[config.mk]
export PLATFORM = sky130hd
export DESIGN_NAME = fifo_capacity_semaphore_flat
export DESIGN_NICKNAME = d
export VERILOG_FILES = /design/src/rtl/core/fsem_pkg.sv /design/src/rtl/core/fsem_if.sv /design/src/rtl/core/fsem_front.sv /design/src/rtl/core/fsem_cmdq.sv /design/src/rtl/core/fsem_back.sv /design/src/rtl/core/fifo_capacity_semaphore.sv /design/src/flat_wrapper.sv
export SDC_FILE = /design/constraint.sdc
export NUM_CORES = 1
export LEC_CHECK = 0
export ABC_CLOCK_PERIOD_IN_PS = 13400
export BUFFER_PORTS_ARGS = -buffer_cell sky130_fd_sc_hd__buf_2
export CAP_MARGIN = 20
export CORE_MARGIN = 2
export CORE_UTILIZATION = 33
export CTS_BUF_LIST = sky130_fd_sc_hd__clkbuf_8
export DETAILED_ROUTE_END_ITERATION = 12
export PLACE_DENSITY_LB_ADDON = 0.3
export RECOVER_POWER = 50
export SYNTH_ARGS = -nofsm -noshare
export SYNTH_HDL_FRONTEND = slang
export SYNTH_HIERARCHICAL = 1
export SYNTH_SLANG_ARGS = --single-unit
export TNS_END_PERCENT = 50
[constraint.sdc]
create_clock -name clk -period 13.4 [get_ports clk]
set_input_delay 2.01 -clock clk [delete_from_list [all_inputs] [get_ports clk]]
set_output_delay 2.01 -clock clk [all_outputs]
set_load 0.005 [all_outputs]
[src/rtl/core/fsem_pkg.sv]
// Package with types, constants and sizes shared by the capacity semaphore.
`timescale 1ns / 1ps

package fsem_pkg;

    // Sizes of the payload fields.
    localparam int AMT_W  = 32;
    localparam int TAG_W  = 8;
    localparam int HELD_W = 33;
    localparam int KIND_W = 3;
    localparam int FUNC_W = 2;
    localparam int CFG_W  = 32;
    localparam int CFG_IDX_W = 1;

    // Waiter queue sizing.
    localparam int QUEUE_DEPTH = 8;
    localparam int QIDX_W = (QUEUE_DEPTH > 1) ? $clog2(QUEUE_DEPTH) : 1;
    localparam int QCNT_W = $clog2(QUEUE_DEPTH + 1);
    localparam int TAIL_W = QIDX_W + 1;

    // Most waiters granted by a single release.
    localparam int DRAIN_LIMIT = 8;
    localparam int DRAIN_W = $clog2(DRAIN_LIMIT + 1);

    // Command queue between the front and the back.
    localparam int CMDQ_DEPTH = 2;
    localparam int CMDQ_IDX_W = (CMDQ_DEPTH > 1) ? $clog2(CMDQ_DEPTH) : 1;
    localparam int CMDQ_CNT_W = $clog2(CMDQ_DEPTH + 1);

    // Configuration register indexes.
    localparam logic [CFG_IDX_W-1:0] CFG_LIMIT_EN = 1'd0;
    localparam logic [CFG_IDX_W-1:0] CFG_MAX_CAP  = 1'd1;

    // Request function codes.
    typedef enum logic [FUNC_W-1:0] {
        FUNC_TRY = 2'd0,
        FUNC_ACQ = 2'd1,
        FUNC_REL = 2'd2
    } func_t;

    // Result kinds.
    typedef enum logic [KIND_W-1:0] {
        KIND_TRY_OK   = 3'd0,
        KIND_TRY_NO   = 3'd1,
        KIND_ACQ_OK   = 3'd2,
        KIND_QUEUED   = 3'd3,
        KIND_Q_FULL   = 3'd4,
        KIND_RELEASED = 3'd5,
        KIND_WAITER   = 3'd6
    } kind_t;

    // Back-end states.
    typedef enum logic {
        BS_IDLE,
        BS_EMIT
    } bstate_t;

    // A classified command.
    typedef struct packed {
        func_t             op;
        logic [AMT_W-1:0]  amount;
        logic              amt_zero;
        logic [TAG_W-1:0]  tag;
    } cmd_t;

    // Command handed from the front to the queue.
    typedef struct packed {
        logic valid;
        cmd_t cmd;
    } cmd_push_t;

    // Command offered by the queue to the back.
    typedef struct packed {
        logic valid;
        cmd_t cmd;
    } cmd_head_t;

    // One result item.
    typedef struct packed {
        kind_t             kind;
        logic [TAG_W-1:0]  tag;
        logic [HELD_W-1:0] in_use;
        logic              underflow;
        logic              last;
    } result_t;

endpackage

[src/rtl/core/fsem_if.sv]
// Valid/ready channel interfaces for requests and results.
`timescale 1ns / 1ps

interface fsem_in_if;
    import fsem_pkg::*;

    logic                valid;
    logic                ready;
    logic [FUNC_W-1:0]   func;
    logic [AMT_W-1:0]    amount;
    logic [TAG_W-1:0]    tag;

    modport source (output valid, func, amount, tag, input ready);
    modport sink (input valid, func, amount, tag, output ready);
endinterface

interface fsem_out_if;
    import fsem_pkg::*;

    logic                valid;
    logic                ready;
    logic [KIND_W-1:0]   kind;
    logic [TAG_W-1:0]    result_tag;
    logic [HELD_W-1:0]   in_use;
    logic                underflow;
    logic                last;

    modport source (output valid, kind, result_tag, in_use, underflow, last, input ready);
    modport sink (input valid, kind, result_tag, in_use, underflow, last, output ready);
endinterface

[src/rtl/core/fsem_front.sv]
// Front end: accepts requests, drops unused codes and classifies the rest.
`timescale 1ns / 1ps

module fsem_front (
    fsem_in_if.sink         req,
    input  logic            cmdq_full,
    output fsem_pkg::cmd_push_t push
);
    import fsem_pkg::*;

    logic known;

    // Accept whenever the command queue has room.
    assign req.ready = !cmdq_full;

    // Recognize the function code.
    always_comb
    begin
        unique case (func_t'(req.func))
            FUNC_TRY: known = 1'b1;
            FUNC_ACQ: known = 1'b1;
            FUNC_REL: known = 1'b1;
            default:  known = 1'b0;
        endcase
    end

    // Build the command for the queue; unused codes vanish here.
    always_comb
    begin
        push.valid        = req.valid && !cmdq_full && known;
        push.cmd.op       = func_t'(req.func);
        push.cmd.amount   = req.amount;
        push.cmd.amt_zero = (req.amount == '0);
        push.cmd.tag      = req.tag;
    end

endmodule

[src/rtl/core/fsem_cmdq.sv]
// Short command queue that decouples the front end from the back end.
`timescale 1ns / 1ps

module fsem_cmdq (
    input  logic                 clk,
    input  logic                 rst_n,
    input  fsem_pkg::cmd_push_t  push,
    input  logic                 pop,
    output logic                 full,
    output fsem_pkg::cmd_head_t  head
);
    import fsem_pkg::*;

    cmd_t                  entry_reg [CMDQ_DEPTH];
    logic [CMDQ_IDX_W-1:0] wr_ptr_reg;
    logic [CMDQ_IDX_W-1:0] wr_ptr_next;
    logic [CMDQ_IDX_W-1:0] rd_ptr_reg;
    logic [CMDQ_IDX_W-1:0] rd_ptr_next;
    logic [CMDQ_CNT_W-1:0] count_reg;
    logic [CMDQ_CNT_W-1:0] count_next;
    logic                  do_pop;

    assign full       = (count_reg == CMDQ_CNT_W'(CMDQ_DEPTH));
    assign head.valid = (count_reg != '0);
    assign head.cmd   = entry_reg[rd_ptr_reg];
    assign do_pop     = pop && head.valid;

    // Pointer and fill count updates.
    always_comb
    begin
        wr_ptr_next = wr_ptr_reg;
        rd_ptr_next = rd_ptr_reg;
        count_next  = count_reg;
        if (push.valid)
        begin
            wr_ptr_next = (wr_ptr_reg == CMDQ_IDX_W'(CMDQ_DEPTH - 1)) ? '0 : wr_ptr_reg + 1'b1;
        end
        if (do_pop)
        begin
            rd_ptr_next = (rd_ptr_reg == CMDQ_IDX_W'(CMDQ_DEPTH - 1)) ? '0 : rd_ptr_reg + 1'b1;
        end
        if (push.valid && !do_pop)
        begin
            count_next = count_reg + 1'b1;
        end
        else if (!push.valid && do_pop)
        begin
            count_next = count_reg - 1'b1;
        end
    end

    always_ff @(posedge clk or negedge rst_n)
    begin
        if (!rst_n)
        begin
            wr_ptr_reg <= '0;
            rd_ptr_reg <= '0;
            count_reg  <= '0;
        end
        else
        begin
            wr_ptr_reg <= wr_ptr_next;
            rd_ptr_reg <= rd_ptr_next;
            count_reg  <= count_next;
        end
    end

    // Entry storage.
    always_ff @(posedge clk)
    begin
        if (push.valid)
        begin
            entry_reg[wr_ptr_reg] <= push.cmd;
        end
    end

endmodule

[src/rtl/core/fsem_back.sv]
// Back end: capacity accounting, waiter queue, release drain and result register.
`timescale 1ns / 1ps

module fsem_back (
    input  logic                          clk,
    input  logic                          rst_n,
    input  fsem_pkg::cmd_head_t           head,
    output logic                          pop,
    input  logic                          cfg_we,
    input  logic [fsem_pkg::CFG_IDX_W-1:0] cfg_index,
    input  logic [fsem_pkg::CFG_W-1:0]    cfg_data,
    fsem_out_if.source                    rsp
);
    import fsem_pkg::*;

    // Fit rule against the current total and limit.
    function automatic logic fits(input logic [HELD_W-1:0] held,
                                  input logic [AMT_W-1:0]  amt,
                                  input logic              lim_en,
                                  input logic [AMT_W-1:0]  max_cap);
        logic [HELD_W:0] sum;
        logic            ok;
        sum = {1'b0, held} + (HELD_W + 1)'(amt);
        if (!lim_en)
            ok = 1'b1;
        else if (held == '0 && amt > max_cap)
            ok = 1'b1;
        else if (held > HELD_W'(max_cap))
            ok = 1'b0;
        else
            ok = (sum <= (HELD_W + 1)'(max_cap));
        return ok;
    endfunction

    // Add to the total, saturating at the largest value.
    function automatic logic [HELD_W-1:0] take(input logic [HELD_W-1:0] held,
                                               input logic [AMT_W-1:0]  amt);
        logic [HELD_W:0] sum;
        sum = {1'b0, held} + (HELD_W + 1)'(amt);
        return sum[HELD_W] ? '1 : sum[HELD_W-1:0];
    endfunction

    bstate_t             state_reg;
    bstate_t             state_next;
    logic                lim_en_reg;
    logic [AMT_W-1:0]    max_cap_reg;
    logic [HELD_W-1:0]   held_reg;
    logic [HELD_W-1:0]   held_next;
    logic [QIDX_W-1:0]   qhead_reg;
    logic [QIDX_W-1:0]   qhead_next;
    logic [QCNT_W-1:0]   qcount_reg;
    logic [QCNT_W-1:0]   qcount_next;
    logic [AMT_W-1:0]    wamt_reg [QUEUE_DEPTH];
    logic [TAG_W-1:0]    wtag_reg [QUEUE_DEPTH];
    logic                drain_en_reg;
    logic                drain_en_next;
    logic [DRAIN_W-1:0]  granted_reg;
    logic [DRAIN_W-1:0]  granted_next;
    result_t             pend_reg;
    result_t             pend_next;
    result_t             out_reg;
    result_t             out_next;
    logic                out_valid_reg;
    logic                out_valid_next;

    logic                q_wr;
    logic [QIDX_W-1:0]   q_tail;
    logic [TAIL_W-1:0]   tail_sum;
    logic [AMT_W-1:0]    head_amt;
    logic [TAG_W-1:0]    head_tag;
    logic                cmd_fits;
    logic                more;
    logic                slot_free;

    assign head_amt  = wamt_reg[qhead_reg];
    assign head_tag  = wtag_reg[qhead_reg];
    assign slot_free = !out_valid_reg || rsp.ready;
    assign cmd_fits  = (qcount_reg == '0)
                       && fits(held_reg, head.cmd.amount, lim_en_reg, max_cap_reg);
    assign more      = drain_en_reg && (qcount_reg != '0)
                       && (granted_reg < DRAIN_W'(DRAIN_LIMIT))
                       && fits(held_reg, head_amt, lim_en_reg, max_cap_reg);

    // Tail slot of the waiter ring.
    always_comb
    begin
        tail_sum = TAIL_W'(qhead_reg) + TAIL_W'(qcount_reg);
        if (tail_sum >= TAIL_W'(QUEUE_DEPTH))
            tail_sum = tail_sum - TAIL_W'(QUEUE_DEPTH);
        q_tail = tail_sum[QIDX_W-1:0];
    end

    // Next state.
    always_comb
    begin
        state_next = state_reg;
        unique case (state_reg)
            BS_IDLE:
            begin
                if (head.valid)
                    state_next = BS_EMIT;
            end
            BS_EMIT:
            begin
                if (slot_free && !more)
                    state_next = BS_IDLE;
            end
            default: state_next = BS_IDLE;
        endcase
    end

    // Datapath: command execution, drain steps and result staging.
    always_comb
    begin
        pop            = 1'b0;
        q_wr           = 1'b0;
        held_next      = held_reg;
        qhead_next     = qhead_reg;
        qcount_next    = qcount_reg;
        drain_en_next  = drain_en_reg;
        granted_next   = granted_reg;
        pend_next      = pend_reg;
        out_next       = out_reg;
        out_valid_next = out_valid_reg && !rsp.ready;

        unique case (state_reg)
            BS_IDLE:
            begin
                if (head.valid)
                begin
                    pop                = 1'b1;
                    granted_next       = '0;
                    drain_en_next      = 1'b0;
                    pend_next.tag      = head.cmd.tag;
                    pend_next.underflow = 1'b0;
                    pend_next.last     = 1'b0;
                    unique case (head.cmd.op)
                        FUNC_TRY:
                        begin
                            if (cmd_fits)
                            begin
                                held_next      = take(held_reg, head.cmd.amount);
                                pend_next.kind = KIND_TRY_OK;
                            end
                            else
                            begin
                                pend_next.kind = KIND_TRY_NO;
                            end
                        end
                        FUNC_ACQ:
                        begin
                            if (cmd_fits)
                            begin
                                held_next      = take(held_reg, head.cmd.amount);
                                pend_next.kind = KIND_ACQ_OK;
                            end
                            else if (qcount_reg == QCNT_W'(QUEUE_DEPTH))
                            begin
                                pend_next.kind = KIND_Q_FULL;
                            end
                            else
                            begin
                                q_wr           = 1'b1;
                                qcount_next    = qcount_reg + 1'b1;
                                pend_next.kind = KIND_QUEUED;
                            end
                        end
                        FUNC_REL:
                        begin
                            pend_next.kind = KIND_RELEASED;
                            drain_en_next  = !head.cmd.amt_zero;
                            if (!head.cmd.amt_zero)
                            begin
                                if (held_reg < HELD_W'(head.cmd.amount))
                                begin
                                    held_next           = '0;
                                    pend_next.underflow = 1'b1;
                                end
                                else
                                begin
                                    held_next = held_reg - HELD_W'(head.cmd.amount);
                                end
                            end
                        end
                        default:
                        begin
                            pend_next.kind = KIND_TRY_NO;
                        end
                    endcase
                    pend_next.in_use = held_next;
                end
            end
            BS_EMIT:
            begin
                if (slot_free)
                begin
                    out_next       = pend_reg;
                    out_next.last  = !more;
                    out_valid_next = 1'b1;
                    if (more)
                    begin
                        held_next           = take(held_reg, head_amt);
                        pend_next.kind      = KIND_WAITER;
                        pend_next.tag       = head_tag;
                        pend_next.in_use    = held_next;
                        pend_next.underflow = 1'b0;
                        pend_next.last      = 1'b0;
                        qhead_next  = (qhead_reg == QIDX_W'(QUEUE_DEPTH - 1)) ? '0
                                      : qhead_reg + 1'b1;
                        qcount_next  = qcount_reg - 1'b1;
                        granted_next = granted_reg + 1'b1;
                    end
                end
            end
            default:
            begin
                pop = 1'b0;
            end
        endcase
    end

    // Control and accounting registers.
    always_ff @(posedge clk or negedge rst_n)
    begin
        if (!rst_n)
        begin
            state_reg     <= BS_IDLE;
            lim_en_reg    <= 1'b0;
            max_cap_reg   <= AMT_W'(1);
            held_reg      <= '0;
            qhead_reg     <= '0;
            qcount_reg    <= '0;
            drain_en_reg  <= 1'b0;
            granted_reg   <= '0;
            out_valid_reg <= 1'b0;
        end
        else
        begin
            state_reg     <= state_next;
            held_reg      <= held_next;
            qhead_reg     <= qhead_next;
            qcount_reg    <= qcount_next;
            drain_en_reg  <= drain_en_next;
            granted_reg   <= granted_next;
            out_valid_reg <= out_valid_next;
            if (cfg_we)
            begin
                unique case (cfg_index)
                    CFG_LIMIT_EN: lim_en_reg  <= cfg_data[0];
                    CFG_MAX_CAP:  max_cap_reg <= cfg_data[AMT_W-1:0];
                    default:      lim_en_reg  <= lim_en_reg;
                endcase
            end
        end
    end

    // Payload registers and waiter storage.
    always_ff @(posedge clk)
    begin
        pend_reg <= pend_next;
        out_reg  <= out_next;
        if (q_wr)
        begin
            wamt_reg[q_tail] <= head.cmd.amount;
            wtag_reg[q_tail] <= head.cmd.tag;
        end
    end

    // Result channel.
    assign rsp.valid      = out_valid_reg;
    assign rsp.kind       = out_reg.kind;
    assign rsp.result_tag = out_reg.tag;
    assign rsp.in_use     = out_reg.in_use;
    assign rsp.underflow  = out_reg.underflow;
    assign rsp.last       = out_reg.last;

endmodule

[src/rtl/core/fifo_capacity_semaphore.sv]
// A request's first result goes through the command queue, pend_reg and out_reg.
// The back end pops a new request only after emitting all results of the last one.
// A release with waiters adds one result for each waiter it grants (at most eight).
// Reset: nothing held, waiter queue and command queue empty, limit off, max_capacity 1.
// Waiter storage is not cleared; no clearing pass is needed.
`timescale 1ns / 1ps

module fifo_capacity_semaphore (
    input  logic                           clk,
    input  logic                           rst_n,
    fsem_in_if.sink                        req,
    fsem_out_if.source                     rsp,
    input  logic                           cfg_we,
    input  logic [fsem_pkg::CFG_IDX_W-1:0] cfg_index,
    input  logic [fsem_pkg::CFG_W-1:0]     cfg_data
);
    import fsem_pkg::*;

    cmd_push_t push;
    cmd_head_t head;
    logic      cmdq_full;
    logic      pop;

    // Request classification.
    fsem_front u_front (
        .req       (req),
        .cmdq_full (cmdq_full),
        .push      (push)
    );

    // Command queue between the two halves.
    fsem_cmdq u_cmdq (
        .clk   (clk),
        .rst_n (rst_n),
        .push  (push),
        .pop   (pop),
        .full  (cmdq_full),
        .head  (head)
    );

    // Execution and results.
    fsem_back u_back (
        .clk       (clk),
        .rst_n     (rst_n),
        .head      (head),
        .pop       (pop),
        .cfg_we    (cfg_we),
        .cfg_index (cfg_index),
        .cfg_data  (cfg_data),
        .rsp       (rsp)
    );

endmodule
[src/flat_wrapper.sv]
// flat-port wrapper written by rule: the top's interface ports become plain ports
module fifo_capacity_semaphore_flat import fsem_pkg::*;
  (clk, rst_n, cfg_we, cfg_index, cfg_data, req_valid, req_func, req_amount, req_tag, req_ready, rsp_valid, rsp_kind, rsp_result_tag, rsp_in_use, rsp_underflow, rsp_last, rsp_ready);
  fsem_in_if req_i ();
  fsem_out_if rsp_i ();
  input  logic clk;
  input  logic rst_n;
  input  logic cfg_we;
  input  logic [fsem_pkg::CFG_IDX_W-1:0] cfg_index;
  input  logic [fsem_pkg::CFG_W-1:0] cfg_data;
  input wire logic [$bits(req_i.valid)-1:0] req_valid;
  input wire logic [$bits(req_i.func)-1:0] req_func;
  input wire logic [$bits(req_i.amount)-1:0] req_amount;
  input wire logic [$bits(req_i.tag)-1:0] req_tag;
  output wire logic [$bits(req_i.ready)-1:0] req_ready;
  output wire logic [$bits(rsp_i.valid)-1:0] rsp_valid;
  output wire logic [$bits(rsp_i.kind)-1:0] rsp_kind;
  output wire logic [$bits(rsp_i.result_tag)-1:0] rsp_result_tag;
  output wire logic [$bits(rsp_i.in_use)-1:0] rsp_in_use;
  output wire logic [$bits(rsp_i.underflow)-1:0] rsp_underflow;
  output wire logic [$bits(rsp_i.last)-1:0] rsp_last;
  input wire logic [$bits(rsp_i.ready)-1:0] rsp_ready;
  assign req_i.valid = req_valid;
  assign req_i.func = req_func;
  assign req_i.amount = req_amount;
  assign req_i.tag = req_tag;
  assign req_ready = req_i.ready;
  assign rsp_valid = rsp_i.valid;
  assign rsp_kind = rsp_i.kind;
  assign rsp_result_tag = rsp_i.result_tag;
  assign rsp_in_use = rsp_i.in_use;
  assign rsp_underflow = rsp_i.underflow;
  assign rsp_last = rsp_i.last;
  assign rsp_i.ready = rsp_ready;
  fifo_capacity_semaphore u_core (.clk(clk), .rst_n(rst_n), .req(req_i), .rsp(rsp_i), .cfg_we(cfg_we), .cfg_index(cfg_index), .cfg_data(cfg_data));
endmodule
# [Word level (Yosys, flattened, before mapping)]
# Memories as Yosys holds them, arrays and structs flattened.
# Index checks and enable logic that the tools add are counted.
[totals] register_bits=175 mem_bits_rw=406 inputBits=80 out_inout_bits=48 elab_cells=159 mem_count=3
[classes] add_sub_neg=13 n_lt_le_gt_ge=8 n_eq_ne=13 n_mux=61 bitwise=2 n_reduce_logical=38
[mem_list] name="u_core.u_back.wamt_reg" words=8 width=32 read_ports=1 rd_clocked_by_memory_dff=0 wr=1 line_no="fsem_back.sv:53" source="logic [AMT_W-1:0] wamt_reg [QUEUE_DEPTH];"
[mem_list] name="u_core.u_cmdq.entry_reg" words=2 width=43 read_ports=1 rd_clocked_by_memory_dff=0 wr=1 line_no="fsem_cmdq.sv:14" source="cmd_t entry_reg [CMDQ_DEPTH];"
[mem_list] name="u_core.u_back.wtag_reg" words=8 width=8 read_ports=1 rd_clocked_by_memory_dff=0 wr=1 line_no="fsem_back.sv:54" source="logic [TAG_W-1:0] wtag_reg [QUEUE_DEPTH];"
[ops] op="$mux 33" count=8
[ops] op="$mux 46" count=3
[ops] op="$pmux 33 s2" count=2
[ops] op="$pmux 46 s2" count=1
[ops] op="$add 33x32->34" count=2
[ops] op="$le 34x32->1" count=2
[ops] op="$gt 32x32->1" count=2
[ops] op="$mux 4" count=9
[ops] op="$gt 33x32->1" count=1
[ops] op="$logic_not 33->1" count=1
[ops] op="$lt 33x32->1" count=1
[ops] op="$sub 33x32->33" count=1
[ops] op="$logic_not 32->1" count=1
[ops] op="$mux 1" count=28
[ops] op="$pmux 4 s2" count=2
[ops] op="$logic_and 1x1->1" count=13
[ops] op="$mux 3" count=4
[ops] op="$pmux 3 s3" count=1
[ops] op="$add 4x1->4 const B" count=2
[ops] op="$ne 2x1->1 const B" count=4
[ops] op="$reduce_and 2->1" count=4
[ops] op="$logic_not 1->1" count=7
[ops] op="$eq 2x2->1 const B" count=3
[ops] op="$reduce_and 3->1" count=2
[ops] op="other kinds (24)" count=31

# [Depth between registers and ports, before layout]
# Gate-level depths: netlist of run 1.
# An unclocked memory read counts as a cell.
[depth] ltp_word=13 ltp_mapped=32 depth_no_buf=27

# [Hierarchy]
# The synthesis of run 1 kept the hierarchy.
[by_module_without_submodules] mod="fsem_back" instances=1 cells_each=2327 area_each_um2=28697.5 seq_area_each_um2=14345.0
[by_module_without_submodules] mod="fsem_cmdq" instances=1 cells_each=150 area_each_um2=3493.4 seq_area_each_um2=2682.6
[by_module_without_submodules] mod="fsem_front" instances=1 cells_each=56 area_each_um2=401.6 seq_area_each_um2=0.0

# [Worst setup path before layout of run 1]
# Ideal clock, no wire load.
[synth_timing] kind="flip-flop to flip-flop" start="register u_core.u_cmdq.rd_ptr_reg" end="memory u_core.u_back.wamt_reg[0][0], enable pin" setup_time_ns=0.487 arrival_ns=7.747 required_ns=12.913 setup_slack_ns=5.166 stages_incl_launch_ff=27 path_buffers=3 period_less_slack_ns=8.234 path_cell_list="dfrtp_1 buf_6 buf_12 mux2_4 ha_1 inv_1 fa_1 nor3_1 o31a_1 o31ai_2 o22ai_2 a21oi_1 o21ba_2 nor4_1 a311o_1 ha_1 o21ai_0 o21ai_0 a21oi_1 nand3_1 a31oi_1 o31a_1 o211ai_4 nand2_2 buf_2 or3_1 nor3_1"
[synth_lines] item="from (decl)" line_no="fsem_cmdq.sv:17" source="logic [CMDQ_IDX_W-1:0] rd_ptr_reg;"
[synth_lines] item="from (signal assigned)" line_no="fsem_cmdq.sv:63" source="rd_ptr_reg <= rd_ptr_next;"
[synth_lines] item="to (decl)" line_no="fsem_back.sv:53"

==> summary.md, run 1 <==
| Metric | Value |
|---|---|
| Post-Route WL | 98,600 um |
| Hold Buf Count CTS | 0 |
| Largest register FFs | 256 |
| Mapped Area | 0.0326 mm^2 |
| Routed WL per cell | 24.5 um |
| Failing checks | max-capacitance violations, max-slew violations |
| Highest clock rate | 97.2 MHz |
| Cells after synthesis | 2,533 |
| H-tree depth | 3 |
| Critical path type | register to register |
| Worst path slowest cell | clkbuf_1 |
| Total number of yosys warnings | 6 |
| Maxcap violations | 7 |
| CTS tree | built |
| Die X | 318 um |
| Setup TNS | 0 ns |
| Synthesized area per cell | 12.9 um^2 |
| Commonest non-fill, non-tap cell in the layout | edfxtp_1 |
| 1st-iter DRT viols | 2,082 |
| Met3 Use GR | 2.91% |
| Final Hold Fails | 0 |
| Slew margin rel. | -137% |
| Die Y | 318 um |
| Post-DP HPWL | 72,600 um |
| Critical Path RT | 13.76 ns |
| Setup slack, reg-to-reg | 3.12 ns |
| Gpl congestion | 0.962 |
| Ys flop type | edfxtp_1 |
| Syn nets | 2,881 |
| Nets | 2,997 |
| Flops & latches, synth | 581 |
| Crit path max-delay family | compound AO/OA/AOI/OAI gates |
| Tmin final | 10.28 ns |
| TritonCTS Buffers | 100 |
| Largest net degree at the start of global routing | 62 |
| Crit. End Element | register |
| Final Core Density | 36.8% |
| Routing usage on met1 | 27.3% |
| Antenna Nets Post-Route | 0 |
| Setup skew after layout | 0.0610 ns |
| Sequential Area | 0.0170 mm^2 |
| Most used routing layer | met2 |
| Asr flop ratio synth | 14.5% |
| Layout cells sized above 1 | 17.4% |
| Final instance area | 0.0361 mm^2 |
| CP Launch Type | register |
| Global Route Usage Sum | 19.1% |
| Commonest cells after routing, fill and taps aside | edfxtp_1 (497), ha_1 (263), a21oi_1 (166) |
| Vias in the first global route | 22,396 |
| Grt total ovfl | 0 |
| Worst Hold Class | register to register |
| Area of the multi-input gates | 0.0141 mm^2 |
| Reg clk slew, reported paths | 0.06 ns |
| Postcts setup bufs | 0 |
| Initial antenna violation count | 3 |
| Vias | 22,126 |
| WP buf/inv | 4 |
| Full die area | 0.101 mm^2 |
| Worst skew pair latency | 0.75 ns |
| Drc violations | 0 |
| Global-route met2 utilization | 30.0% |
| Initial Util | 33.2% |
| Vias/cell | 5.49 |
| Final setup fails | 0 |
| Root buf cell | clkbuf_8 |
| Worst Tran Pin Value | 3.55 ns |
| RSZ-0062 raised after global routing | false |
| Area Overhead vs Synth | 10.7% |
| Crit-path cells | clkbuf_1 -> mux2_1 -> inv_1 -> ha_1 -> inv_2 -> a2111oi_1 -> a211oi_1 -> o311ai_2 -> nand2_1 -> a31oi_1 -> o41ai_1 -> xnor2_1 -> ha_1 -> o21ai_0 -> o21ai_0 -> a21oi_1 -> nand3_1 -> a31oi_1 -> o31a_1 -> o211ai_4 -> nand2_2 -> or3_1 -> nor2_4 -> buf_4 |
| Number of I/O port buffers | 127 |
| Clock Sinks | 581 |
| I/O pins | 128 |
| Area post-placement | 0.0343 mm^2 |
| Cts repair resizes | 0 |
| Final Cycle Share | 76.7% |
| Number of flops mapped to enable cells by yosys | 497 |
| Register area share after synthesis | 52.2% |
| Fin. max-slew vios | 268 |
| CP Data Arrival Time | 10.64 ns |
| First-pass DRT Iterations | 5 |
| Largest stage delay, worst path | 1.82 ns |
| Core Box Area | 0.0981 mm^2 |
| Fill count | 9,506 |
| Outcome | complete, but fails checks |
| Distinct cell type count after synthesis | 105 |
| First-pass GRT wire length | 145,000 um |
| Clock Tree Buf Depth | 3 |
| CP max FO | 44 |
| # rows | 115 |
## synth_stat cells (all sizes together) (7+ instances only)
| master | instances | area (um^2) |
|---|---|---|
| edfxtp | 497 | 14900 |
| ha | 263 | 3290 |
| a21oi | 168 | 848 |
| nor2 | 154 | 613 |
| mux2 | 131 | 1620 |
| inv | 124 | 465 |
| nand2 | 112 | 423 |
| o21ai | 100 | 500 |
| buf | 93 | 663 |
| dfrtp | 83 | 2080 |
| mux4 | 80 | 1800 |
| xnor2 | 74 | 648 |
| nand3 | 50 | 250 |
| clkbuf | 49 | 224 |
| nor3 | 49 | 250 |
| nand4 | 42 | 263 |
| a211oi | 33 | 258 |
| a21o | 32 | 240 |
| nor4 | 29 | 194 |
| a221oi | 26 | 228 |
| o211ai | 25 | 201 |
| a31oi | 24 | 150 |
| o31ai | 24 | 199 |
| nand2b | 23 | 144 |
| o21a | 23 | 173 |
| xor2 | 23 | 201 |
| nor2b | 22 | 138 |
| or3 | 19 | 124 |
| o31a | 11 | 105 |
| mux2i | 10 | 100 |
| o21bai | 10 | 78.8 |
| o311ai | 10 | 95.1 |
| or2 | 10 | 62.6 |
| a221o | 8 | 81.3 |
| o22a | 8 | 70.1 |
| and2 | 7 | 43.8 |
| and3 | 7 | 48.8 |
## path summary, 6_finish.rpt
check	start	endpoint	cells past startpoint
min in group asynchronous	rst_n	u_core/u_back/held_reg[11]	1
hold / removal	u_core/u_back/pend_reg[39]	u_core/u_back/rsp.result_tag[4]	0
setup / recovery	u_core/u_cmdq/rd_ptr_reg	u_core/u_back/wtag_reg[2][6]	24
hold reg to reg	u_core/u_back/pend_reg[39]	u_core/u_back/rsp.result_tag[4]	0
max in group asynchronous	rst_n	u_core/u_back/qhead_reg[0]	2
setup reg to reg	u_core/u_cmdq/rd_ptr_reg	u_core/u_back/wtag_reg[2][6]	24
## cell type report
cell class / instances / area share, %
Tap cell: 1287 / 4.46
Antenna cell: 5 / 0.0347
Clock buffer: 105 / 4.00
Inverter: 124 / 1.29
Multi-Input combinational cell: 1686 / 39.2
Sequential cell: 581 / 47.2
Clock inverter: 83 / 1.62
Timing Repair Buffer: 156 / 2.18
## routing by layer
layer  up-vias  wire [um]  share of wire [%]
met4         0       2530                2.6
li1       9977          -                  -
met5         -          0                  0
met3       142       6570                6.7
met2       847      44400                 45
met1     11160      45100                 46
## cells by family after synthesis
kind of cell	after synthesis	share of synthesized area (%)
flops	581	52.2
compound gates	558	11.5
xor+xnor	97	2.61
fa+ha+maj	268	10.4
buf+inv	266	4.15
mux	221	10.8
simple gates	542	8.29
## through the flow
stage,std cells,setup slack [ns],hold WS [ns]
floorplan,2533,5.17,0.400
global placement,3834,4.05,0.410
detailed placement,3834,3.91,0.405
CTS,4022,3.86,0.414
global route,4023,2.56,0.420
finish,4027,3.12,0.415
Power of run 1 is left out: the tool's default activity adds up to more than one toggle a clock period on the data nets, which glitch-free logic cannot reach.
==> run 2, diff against run 1 <==
--- a/config.mk
+++ b/config.mk
@@ -5,7 +5,7 @@
 export SDC_FILE = /design/constraint.sdc
 export NUM_CORES = 1
 export LEC_CHECK = 0
-export ABC_CLOCK_PERIOD_IN_PS = 13400
+export ABC_CLOCK_PERIOD_IN_PS = 9100
 export BUFFER_PORTS_ARGS = -buffer_cell sky130_fd_sc_hd__buf_2
 export CAP_MARGIN = 20
 export CORE_MARGIN = 2
==> constraint.sdc (replaced) <==
create_clock -name clk -period 9.1 [get_ports clk]
set_input_delay 1.365 -clock clk [delete_from_list [all_inputs] [get_ports clk]]
set_output_delay 1.365 -clock clk [all_outputs]
set_load 0.005 [all_outputs]
==> run 2 against run 1 <==
The flow still finishes with violations (max-capacitance violations, max-slew violations). First-iteration DRC count up 7.9%. Via count is 1.1% higher. Sequential share of layout area grew 0.092 points. Count of clock-buffer cells in the layout down 3. Non-clock buffer count up 8. Clock skew increased by 0.0027 ns. Utilization decreased by 0.074 points. Worst setup slack got worse by 2.3 ns. Die area stayed put. Critical path depth down 1. Final area shrank 0.20%. Critical endpoint is now u_core/u_back/wamt_reg[4][4].
==> summary.md, run 2 (synthesized netlist as in run 1, its figures left out) <==
| Metric | Value |
|---|---|
| Outcome | complete, but fails checks |
| Failing checks | max-capacitance violations, max-slew violations |
| Grt total ovfl | 0 (unchanged) |
| CP max FO | 26 (-41%) |
| Initial antenna violation count | 3 (unchanged) |
| RR Startpoint | u_core/u_cmdq/rd_ptr_reg |
| Die Y | 318 um (unchanged) |
| Reg-to-reg endpoint | u_core/u_back/wamt_reg[4][4] |
| Worst r2r path cells | 23 (-4.2%) |
| Area of the multi-input gates | 0.0141 mm^2 (about the same) |
| Setup TNS | 0 ns (unchanged) |
| # rows | 115 (unchanged) |
| Gpl congestion | 0.965 (+0.38%) |
| Maxcap violations | 5 (-2) |
| Largest net degree at the start of global routing | 58 (-6.5%) |
| Fill count | 9,570 (+0.67%) |
| Sequential Area | 0.0170 mm^2 (about the same) |
| Worst skew pair latency | 0.74 ns (about the same) |
| Top layer reached by signal wires | met4 |
| Drc violations | 0 (unchanged) |
| 1st-iter DRT viols | 2,247 (+7.9%) |
| Tmin final | 8.25 ns (-2.04 ns) |
| Worst Hold Class | register to register |
| Hold Crit Depth | 0 (unchanged) |
| Vias | 22,363 (+1.1%) |
| Clock Tree Buf Depth | 3 (unchanged) |
| Postcts setup bufs | 0 (unchanged) |
| Worst Tran Pin Value | 3.75 ns (+0.199 ns) |
| Routed wl met2 | 43,300 um (-2.4%) |
| Global Route Usage Sum | 19.2% (+0.059 points) |
| RSZ-0062 raised after global routing | false |
| First-pass GRT wire length | 145,000 um (-0.15%) |
| Met3 wire len | 7710 um (+17%) |
| Crit path from | u_core/u_cmdq/rd_ptr_reg |
| Final Cycle Share | 90.6% (+14 points) |
| Initial Util | 33.2% (unchanged) |
| Antenna Nets Post-Route | 0 (unchanged) |
| Critical path type | register to register |
| Post-DP HPWL | 73,000 um (+0.64%) |
| CTS tree | built |
| Core Box Area | 0.0981 mm^2 (unchanged) |
| TritonCTS Buffers | 95 (-5.0%) |
| Clock Sinks | 581 (unchanged) |
| Full die area | 0.101 mm^2 (unchanged) |
| Slew margin rel. | -150% (-13 points) |
| CP Launch Type | register |
| Setup slack, reg-to-reg | 0.85 ns (-2.26 ns) |
| Final setup fails | 0 (unchanged) |
| Hold wc startpoint | u_core/u_back/pend_reg[40] |
| Area Overhead vs Synth | 10.5% |
| Vias/cell | 5.56 (+1.2%) |
| Critical Path RT | 9.43 ns (-4.33 ns) |
| I/O pins | 128 (unchanged) |
| Hold Buf Count CTS | 0 (unchanged) |
| Highest clock rate | 121 MHz (+25%) |
| Vias in the first global route | 22,413 (+0.076%) |
| Hold Crit Endpoint | u_core/u_back/rsp.result_tag[5] |
| Largest register FFs | 256 (unchanged) |
| Post-Route WL | 99,000 um (+0.38%) |
| First-pass DRT Iterations | 6 (+1) |
| CP Data Arrival Time | 8.58 ns (-2.06 ns) |
| Commonest cells after routing, fill and taps aside | edfxtp_1 (497), ha_1 (263), a21oi_1 (166) |
| Commonest non-fill, non-tap cell in the layout | edfxtp_1 |
| Routed WL per cell | 24.6 um (+0.48%) |
| Wl on met1 | 45,000 um (-0.37%) |
| Nets | 3,000 (+0.10%) |
| Die X | 318 um (unchanged) |
| Final Hold Fails | 0 (unchanged) |
| Cts repair resizes | 0 (unchanged) |
| Setup skew after layout | 0.0637 ns (+0.00267 ns) |
| Fin. max-slew vios | 214 (-20%) |
| Root buf cell | clkbuf_8 |
| H-tree depth | 3 (unchanged) |
| Crit. End Element | register |
| Layout cells sized above 1 | 16.9% (-0.54 points) |
| Number of I/O port buffers | 127 (unchanged) |
| Reg clk slew, reported paths | 0.06 ns (about the same) |
==> run 2: worst max-delay path, cell delays in order (launching register included) <==
cell and delay, ns:
dfrtp_1 0.82, clkbuf_1 0.59, mux2_1 0.69, inv_1 0.11
ha_1 0.48, a221oi_1 0.37, nor4_1 0.09, a211oi_1 0.42
a21oi_1 0.19, o21ai_1 0.18, a21oi_1 0.10, xnor2_1 0.48
ha_1 0.21, nand4_1 0.14, nor4_1 0.40, a21oi_1 0.12
nand3_1 0.11, a31oi_1 0.05, o31a_1 0.33, o211ai_4 0.18
nand2_2 0.48, or3_1 0.65, nor3_2 0.20, buf_4 0.42
==> run 2: worst max path at each step <==
stage          slack [ns]                            to
2_1_floorplan        0.87  u_core/u_back/wamt_reg[0][0]
3_3_place_gp         1.25     u_core/u_back/held_reg[2]
3_5_place_dp         1.15     u_core/u_back/held_reg[5]
4_1_cts              1.08     u_core/u_back/held_reg[5]
5_1_grt              0.33  u_core/u_back/wamt_reg[4][4]
6_report             0.85  u_core/u_back/wamt_reg[4][4]
==> run 2: stage by stage <==
| step | area, um^2 | std cells | setup WS (ns) | util [%] | hold WS (ns) |
|---|---|---|---|---|---|
| finish | 36000 | 4023 | 0.854 | 36.7 | 0.404 |
| global route | 36000 | 4018 | 0.327 | 36.7 | 0.413 |
| CTS | 36200 | 4015 | 1.08 | 36.9 | 0.396 |
| detailed placement | 34400 | 3842 | 1.15 | 35.0 | 0.405 |
| global placement | 34400 | 3842 | 1.25 | 35.0 | 0.406 |
| floorplan | 32600 | 2533 | 0.866 | - | 0.400 |
==> run 2: routing by layer <==
metal | vias to the layer above | global-route usage (%)
li1 | 9996 | -
met1 | 11230 | 27.6
met2 | 948 | 29.2
met3 | 189 | 3.54
met4 | 0 | 6.03
met5 | - | 0
==> run 2: layout make-up <==
cell class                 count  area share, %
inverter                     124           1.30
multi-input combinational   1686           39.3
antenna                        8         0.0556
clock buffer                 102           3.90
timing repair buffer         164           2.44
clock inverter                71           1.28
sequential                   581           47.3
tap                         1287           4.47
Power of run 2 is left out for the same reason.
==> run 3, diff against run 2 <==
--- a/config.mk
+++ b/config.mk
@@ -8,6 +8,7 @@
 export ABC_CLOCK_PERIOD_IN_PS = 9100
 export BUFFER_PORTS_ARGS = -buffer_cell sky130_fd_sc_hd__buf_2
 export CAP_MARGIN = 20
+export CORE_ASPECT_RATIO = 1.75
 export CORE_MARGIN = 2
 export CORE_UTILIZATION = 33
 export CTS_BUF_LIST = sky130_fd_sc_hd__clkbuf_8
==> run 3 against run 2 <==
The run still ends with max-capacitance violations, max-slew violations left. Critical path depth unchanged. Global-route usage rose by 0.82 points. Utilization rose by 0.30 points. First-iteration DRC count fell by 39%. Hold slack got worse by 0.0025 ns. Count of clock-buffer cells in the layout down 6. Largest cell class unchanged. Highest routed layer unchanged.
==> summary.md, run 3 (synthesized netlist as in run 1, its figures left out) <==
| Metric | Value |
|---|---|
| Worst r2r path cells | 23 (unchanged) |
| Final Core Density | 37.0% (+0.30 points) |
| CP Data Arrival Time | 8.72 ns (+0.14 ns) |
| Area post-placement | 0.0346 mm^2 (+0.62%) |
| Tmin final | 8.28 ns (+0.0320 ns) |
| Setup skew after layout | 0.0695 ns (+0.00579 ns) |
| Final hold slack | 0.401 ns (-0.00253 ns) |
| Cts repair resizes | 0 (unchanged) |
| Largest register FFs | 256 (unchanged) |
| Worst skew pair latency | 0.80 ns (+0.06 ns) |
| CTS tree | built |
| Largest net degree at the start of global routing | 60 (+3.4%) |
| Full die area | 0.101 mm^2 (about the same) |
| Maxcap violations | 4 (-1) |
| First-pass DRT Iterations | 6 (unchanged) |
| Failing checks | max-capacitance violations, max-slew violations |
| Layout cells sized above 1 | 17.6% (+0.70 points) |
| Final setup fails | 0 (unchanged) |
| Vias in the first global route | 23,086 (+3.0%) |
| Final Hold Fails | 0 (unchanged) |
| Sequential Area | 0.0170 mm^2 (about the same) |
| Setup TNS | 0 ns (unchanged) |
| Grt total ovfl | 0 (unchanged) |
| Postcts setup bufs | 0 (unchanged) |
| Nets | 3,002 (+0.067%) |
| Commonest non-fill, non-tap cell in the layout | edfxtp_1 |
| Drc violations | 0 (unchanged) |
| Post-DP HPWL | 76,200 um (+4.3%) |
| Antenna Nets Post-Route | 0 (unchanged) |
| Clock Sinks | 581 (unchanged) |
| Commonest cells after routing, fill and taps aside | edfxtp_1 (497), ha_1 (263), a21oi_1 (166) |
| Die Y | 420 um (+32%) |
| # rows | 152 (+32%) |
| Initial antenna violation count | 1 (-2) |
| Highest clock rate | 121 MHz (-0.39%) |
| Gpl congestion | 0.946 (-2.0%) |
| H-tree depth | 3 (unchanged) |
| Fill count | 9,416 (-1.6%) |
| First-pass GRT wire length | 149,000 um (+2.5%) |
| Routed WL per cell | 25.4 um (+3.2%) |
| RR Startpoint | u_core/u_cmdq/rd_ptr_reg |
| Die X | 242 um (-24%) |
| Reg clk slew, reported paths | 0.08 ns (+0.02 ns) |
| Final Cycle Share | 91.0% (+0.35 points) |
| Vias | 22,126 (-1.1%) |
| Post-Route WL | 103,000 um (+3.6%) |
| Worst Setup EP | u_core/u_back/wamt_reg[6][3] |
| CP max FO | 20 (-23%) |
| CP Launch Type | register |
| Global Route Usage Sum | 20.0% (+0.82 points) |
| Area of the multi-input gates | 0.0142 mm^2 (+0.11%) |
| Hold Buf Count CTS | 0 (unchanged) |
| Root buf cell | clkbuf_8 |
| Outcome | complete, but fails checks |
| Fin. max-slew vios | 164 (-23%) |
| I/O pins | 128 (unchanged) |
| Number of I/O port buffers | 127 (unchanged) |
| Area Overhead vs Synth | 11.2% |
| Final instance area | 0.0362 mm^2 (+0.62%) |
| RSZ-0062 raised after global routing | false |
| 1st-iter DRT viols | 1,368 (-39%) |
| Critical Path RT | 9.54 ns (+0.11 ns) |
| Critical path type | register to register |
| Setup slack, reg-to-reg | 0.82 ns (-0.03 ns) |
| Reg-to-reg endpoint | u_core/u_back/wamt_reg[6][3] |
| TritonCTS Buffers | 87 (-8.4%) |
| Crit path from | u_core/u_cmdq/rd_ptr_reg |
| Slew margin rel. | -174% (-24 points) |
| Worst Tran Pin Value | 4.11 ns (+0.355 ns) |
| Core Box Area | 0.0979 mm^2 (-0.19%) |
| Worst Hold Class | register to register |
| Vias/cell | 5.48 (-1.5%) |
| Initial Util | 33.3% (+0.064 points) |
| Clock Tree Buf Depth | 3 (unchanged) |
| Crit. End Element | register |
[run 3: changes by cell type in the layout (fill, tap and decap cells not counted), sizes merged]
| cell | before | now |
|---|---|---|
| inv | 163 | 155 |
| diode | 8 | 3 |
| clkinvlp | 2 | 3 |
| bufinv | 5 | 8 |
| buf | 112 | 127 |
| clkbuf | 154 | 143 |
[run 3: critical path, cell delays in order (launching register included)]
cell and delay [ns]:
dfrtp_1 0.67, clkbuf_1 0.48, clkbuf_1 0.96, mux2_1 0.62, inv_1 0.10, ha_1 0.50, nor2_1 0.17, or3_1 0.34
o41ai_1 0.08, a21oi_1 0.11, a31oi_1 0.42, xor2_1 0.19, ha_1 0.36, nand4_1 0.17, nor4_1 0.41, a21oi_1 0.12
nand3_1 0.12, a31oi_1 0.05, o31a_1 0.33, o211ai_4 0.24, nand2_2 0.17, or3_1 0.52, nor2_4 0.51, buf_12 0.26
[run 3: final cells by class]
cell class                 instances  area share, %
sequential                       581           47.0
multi-input combinational       1686           39.1
tap                             1309           4.52
clock buffer                      96           3.65
timing repair buffer             174           2.97
clock inverter                    67           1.48
inverter                         124           1.29
antenna                            3         0.0207
[run 3: routing by layer]
layer	vias up	share of wire, %	GRT usage, %
met1	11117	37	21.1
met2	734	51	36.3
met3	291	4.4	2.98
li1	9984	-	-
met5	-	0	0
met4	0	7.5	14.4
[run 3: per-stage QoR]
stage | cells | setup WS [ns]
6_report | 4040 | 0.822
5_1_grt | 4038 | 0.223
4_1_cts | 4036 | 0.907
3_5_place_dp | 3873 | 0.921
3_3_place_gp | 3873 | 0.886
2_1_floorplan | 2533 | 0.866
[run 3: worst min-delay path by stage]
stage                                           from                              end  slack [ns]  depth (start not counted)
after floorplan            u_core/u_back/pend_reg[2]      u_core/u_back/rsp.in_use[0]        0.40                          0
after global placement    u_core/u_back/pend_reg[36]  u_core/u_back/rsp.result_tag[1]        0.40                          0
after detailed placement   u_core/u_back/pend_reg[2]      u_core/u_back/rsp.in_use[0]        0.40                          0
after CTS                 u_core/u_back/pend_reg[23]     u_core/u_back/rsp.in_use[21]        0.39                          0
after global routing      u_core/u_back/pend_reg[23]     u_core/u_back/rsp.in_use[21]        0.41                          0
final                     u_core/u_back/pend_reg[23]     u_core/u_back/rsp.in_use[21]        0.40                          0
Power of run 3 is left out for the same reason.
